===== src/rtl/core/mpe_pkg.sv =====
// Package for the matrix polynomial evaluator core.
// Holds opcodes, register indexes, size constants and the Q16.16 constant one.
// No dependencies.
package mpe_pkg;

	localparam int MAX_SIZE_DEF   = 8;
	localparam int MAX_DEGREE_DEF = 15;
	localparam int DATA_W         = 32;
	localparam int CFG_W          = 4;
	localparam int CFG_IDX_W      = 1;

	typedef enum logic [1:0] {
		OP_LOAD_A    = 2'd0,
		OP_LOAD_COEF = 2'd1,
		OP_COMPUTE   = 2'd2,
		OP_NONE      = 2'd3
	} op_t;

	localparam logic [CFG_IDX_W-1:0] REG_MATRIX_SIZE = 1'd0;
	localparam logic [CFG_IDX_W-1:0] REG_POLY_DEGREE = 1'd1;

	localparam logic [DATA_W-1:0] ONE_Q16 = 32'h0001_0000;

endpackage


===== src/rtl/core/mpe_mac.sv =====
// Registered multiply unit for the evaluator core (Q16.16 or integer low word).
// The product is registered, then the output word is selected; depends on mpe_pkg.
module mpe_mac
	import mpe_pkg::*;
(
	input  logic              clk,
	input  logic              en,
	input  logic              fixed_mode,  // 1: Q16.16 floor product, 0: integer low word
	input  logic [DATA_W-1:0] a,
	input  logic [DATA_W-1:0] b,
	output logic [DATA_W-1:0] prod
);
	logic signed [2*DATA_W-1:0] full_s1;
	logic                       fixed_s1;

	always_ff @(posedge clk) begin
		if (en) begin
			full_s1  <= $signed(a) * $signed(b);
			fixed_s1 <= fixed_mode;
		end
	end

	// floor shift of a two's complement product is an arithmetic bit-select
	assign prod = fixed_s1 ? full_s1[DATA_W+15:16] : full_s1[DATA_W-1:0];
endmodule


===== config.mk =====
export PLATFORM = sky130hd
export DESIGN_NAME = mpe_mac
export DESIGN_NICKNAME = d
export VERILOG_FILES = /design/src/rtl/core/mpe_pkg.sv /design/src/rtl/core/mpe_mac.sv
export SDC_FILE = /design/constraint.sdc
export NUM_CORES = 2
export LEC_CHECK = 0
export BUFFER_PORTS_ARGS = -buffer_cell sky130_fd_sc_hd__buf_2
export CAP_MARGIN = 5
export CORE_UTILIZATION = 60
export CTS_CLUSTER_SIZE = 28
export DETAILED_ROUTE_END_ITERATION = 6
export PLACE_DENSITY = 0.8
export SLEW_MARGIN = 20
export SYNTH_ARGS = -nofsm -noshare
export SYNTH_HDL_FRONTEND = slang
export SYNTH_SLANG_ARGS = --single-unit

===== constraint.sdc =====
create_clock -name clk -period 8.45 [get_ports clk]
set_clock_uncertainty 0.2 [all_clocks]
set_input_delay 1.69 -clock clk [delete_from_list [all_inputs] [get_ports clk]]
set_output_delay 1.69 -clock clk [all_outputs]
set_load 0.05 [all_outputs]

**Word-level counts from Yosys, hierarchy flattened**

Index checks and enable logic that the tools add are counted.

- Multiply operators: 1
- Muxes and demuxes: 1

Operators by type and width:

| cell | number |
|---|---|
| $mul 32x32->48 | 1 |
| $mux 32 | 1 |

- Register bits after elaboration: 49
- Input port bits: 67
- Output and inout bits: 32
- Logic and storage cells: 4

**Logic depth before layout (Yosys ltp)**

- Depth in word-level cells: 1
- Mapped depth: 28
- Mapped depth without buffers: 26

**Least setup slack after synthesis**

OpenSTA, ideal clock, no wires.

- Kind: input to register
- Start: input a[18]
- End: register full_s1[43] (data pin)
- Arrival: 8.223 ns
- Data required time: 7.990 ns
- Setup slack: -0.233 ns
- Stages: 20
- Path buffers: 2
- Cells stage by stage: clkbuf_1 > clkbuf_1 > nand2_1 > fa_1 > fa_1 > fa_1 > fa_1 > inv_1 > fa_1 > fa_1 > fa_1 > fa_1 > ha_1 > nand3_2 > or3_1 > o31a_2 > o311a_4 > nor3_4 > a31oi_1 > xnor2_1

- Word-level cells in the longest chain between the ends: 1

RTL lines:

| element | line | text |
|---|---|---|
| start: declaration | mpe_mac.sv:9 | `input logic [DATA_W-1:0] a,` |
| $mul 32x32->48 | mpe_mac.sv:18 | `full_s1 <= $signed(a) * $signed(b);` |
| end signal: assignment | mpe_mac.sv:18 |  |
| end: declaration | mpe_mac.sv:13 | `logic signed [2*DATA_W-1:0] full_s1;` |

No other way between the ends.
A chain may end at the register's enable or synchronous reset.

**Worst setup path in the final report**

- Start: input a[17]
- End: register full_s1[44] (data pin)

Same word-level chain as after synthesis.

==> flow_summary_export.csv <==
group,metric,value,unit
run_status,status,"complete, but fails checks",
run_status,violations,"setup timing",
floorplan,initial_core_util,60.7,%
sta,tns,-0.0163,ns
finish,post-route-util,71.1,%
yosys,async_flop_share,0,%
floorplan,die_w,230,microns
placed_design,place_congestion,0.915,
yosys,ys_ff_latch,49,
critical_path,arrival,8.38,ns
route,via_per_inst,5.57,
global_route,antenna_found_initial,2,
clocking,cts_hold_buf,0,
sta,fin_crit_sh,100,%
yosys,ys_seq_area_share,4.73,%
yosys,synth.most_common_cell,"fa_1",
yosys,yosysWarnings,0,
route,drc,0,
clocking,cts.sinks,49,
route,wire_per_inst,20.1,microns
floorplan,ios,99,
sta,final_max_slew_viol_count,0,
floorplan,die-area,0.0527,sq mm
clocking,clock_path_buffers,2,
global_route,gr-total-overflow,0,
sta,slew_headroom,25.9,%
run,cap_violations,0,
critical_path,critPathKind,"input pin to flip-flop",
finish,drive_gt1_share,18.3,%
yosys,syn_area_per_cell,9.50,sq um
sta,fin_ws,-0.0149,ns
sta,hold_viol,0,
yosys,synth.largest_area_cell,"fa_1",
finish,area_delta_synth_final,17.0,%
placed_design,io_buffers,98,
sta,whs,1.37,ns
route,wl,85.2,mm
floorplan,rows,83,
route,route.vias.total,23600,
yosys,synth_cell_types,58,
critical_path,cp_max_fo,10,
clocking,cts_tree,"built",
global_route,grt.total_usage,32.0,%
worst_hold_path,min_path_cells,1,
critical_path,crit_path_start_kind,"input pin",
yosys,synth_edf_count,49,
sta,tightest_slew,1.11,ns
yosys,syn_area,0.0311,sq mm
critical_path,cp.required,8.37,ns
clocking,numCtsBuffers,5,
sta,setup_viol,2,
yosys,syn_inst,3272,
route,dr.pass1.iters,6,
yosys,synth_top_area_share,54.0,%
global_route,grt_pass1_wl,131,mm
sta,rsz0062_at_grt,"yes",
clocking,root_buffer,"clkbuf_16",
sta,fin_crit,8.46,ns
yosys,ys.flop_type,"edfxtp_1",
placed_design,dp_cells,4186,
route,ant_nets,0,
global_route,grt_max_degree,50,
yosys,synth_nets,4345,
clocking,clk_pin_slew,0.07,ns
finish,final_cells,4235,
clocking,htreeDepth,2,
finish,final_net_count,4625,
placed_design,dp_hpwl,69.6,mm
yosys,synth_area_leaders,"fa_1 (54%), inv_1 (9.6%), and2_1 (9.3%), ha_1 (6.7%), nand2_1 (5.4%)",
floorplan,core,0.0512,sq mm
sta,fmax,118,MHz
global_route,grt_pass1_vias,26100,
floorplan,fp.dieH,230,microns
critical_path,crit_path_end_kind,"flip-flop",
yosys,synth_top_cells_by_count,"fa_1 (839), inv_1 (796), and2_1 (464), nand2_1 (448), clkbuf_1 (169)",
worst_hold_path,hold_path.class,"input pin to flip-flop",
route,drt_iter0_drc,1757,
final timing paths:
kind	end	startpoint	slack (ns)
setup / recovery	full_s1[44]	a[17]	-0.01
hold / removal	fixed_s1	fixed_mode	1.37
final cells by class:
type / instances / area [sq um]
clock buffer: 5 / 125
clock inverter: 3 / 28.8
tap: 680 / 851
timing repair buffer: 449 / 4270
sequential: 49 / 1470
fill: 3417 / 14800
antenna: 2 / 5.00
multi-input combinational: 2251 / 26600
inverter: 796 / 2990
worst max-delay path: stages:
cell and delay (ns):
buf_4 0.18, buf_4 0.16, nand2_1 0.07, fa_1 0.49, fa_1 0.59, fa_1 0.49
fa_1 0.52, inv_1 0.06, fa_1 0.49, fa_1 0.57, fa_1 0.46, fa_1 0.56
ha_4 0.23, a211o_1 0.26, o21a_1 0.12, a211o_1 0.29, o21a_4 0.23, a211oi_4 0.36
nor3b_4 0.07, or3_1 0.39, o311ai_2 0.08
cell usage in the layout (no fill, tap or decap), types with 27 or more instances in the layout:
cell / instances
and2_1: 453
mux2_2: 32
ha_1: 147
buf_2: 56
a21oi_1: 27
buf_12: 38
fa_1: 794
nand2_1: 441
buf_6: 64
buf_4: 261
fa_2: 45
xnor2_1: 68
edfxtp_1: 49
inv_1: 779
stage by stage:
| step | area [sq um] | setup WS (ns) |
|---|---|---|
| floorplan | 31200 | -0.0115 |
| global placement | 34500 | -0.511 |
| detailed placement | 34500 | -0.673 |
| CTS | 34900 | -0.0321 |
| global route | 36400 | -0.137 |
| finish | 36400 | -0.0149 |
registers in the layout, indices dropped and copies added, names as in the netlist:
register,count
fixed_s1,1
full_s1,48
what timing repair did:
| item | in CTS | in global routing |
|---|---|---|
| endpoints found under the setup margin | 16 | 24 |
| buffers inserted | 4 | 24 |
| gates resized for setup | 57 | 295 |
| pin swaps | 27 | 145 |
| gates cloned | 1 | 11 |
layer usage:
layer  vias to the layer above  wire length, microns  GRT usage (%)
met5                         -                     0              0
met4                         0                  6950           20.8
met3                       404                  5620           2.66
met2                      1128                 43800           56.3
met1                     12100                 28900           37.6
li1                       9926                     -              -
kinds of logic (layout without fill, tap and decap cells):
| logic type | Yosys count | after routing | synth area share, % |
|---|---|---|---|
| buffers and inverters | 972 | 1253 | 11.8 |
| XOR/XNOR | 82 | 82 | 2.31 |
| other | 0 | 2 | 0 |
| AO/OA/AOI/OAI | 139 | 139 | 3.01 |
| AND/OR/NAND/NOR | 992 | 992 | 16.2 |
| adder cells (fa/ha/maj) | 1006 | 1006 | 60.8 |
| multiplexers | 32 | 32 | 1.16 |
| flip-flops | 49 | 49 | 4.73 |
Power is not shown: default switching activity piles up to over one toggle a cycle in this logic, so the estimate is an artifact.
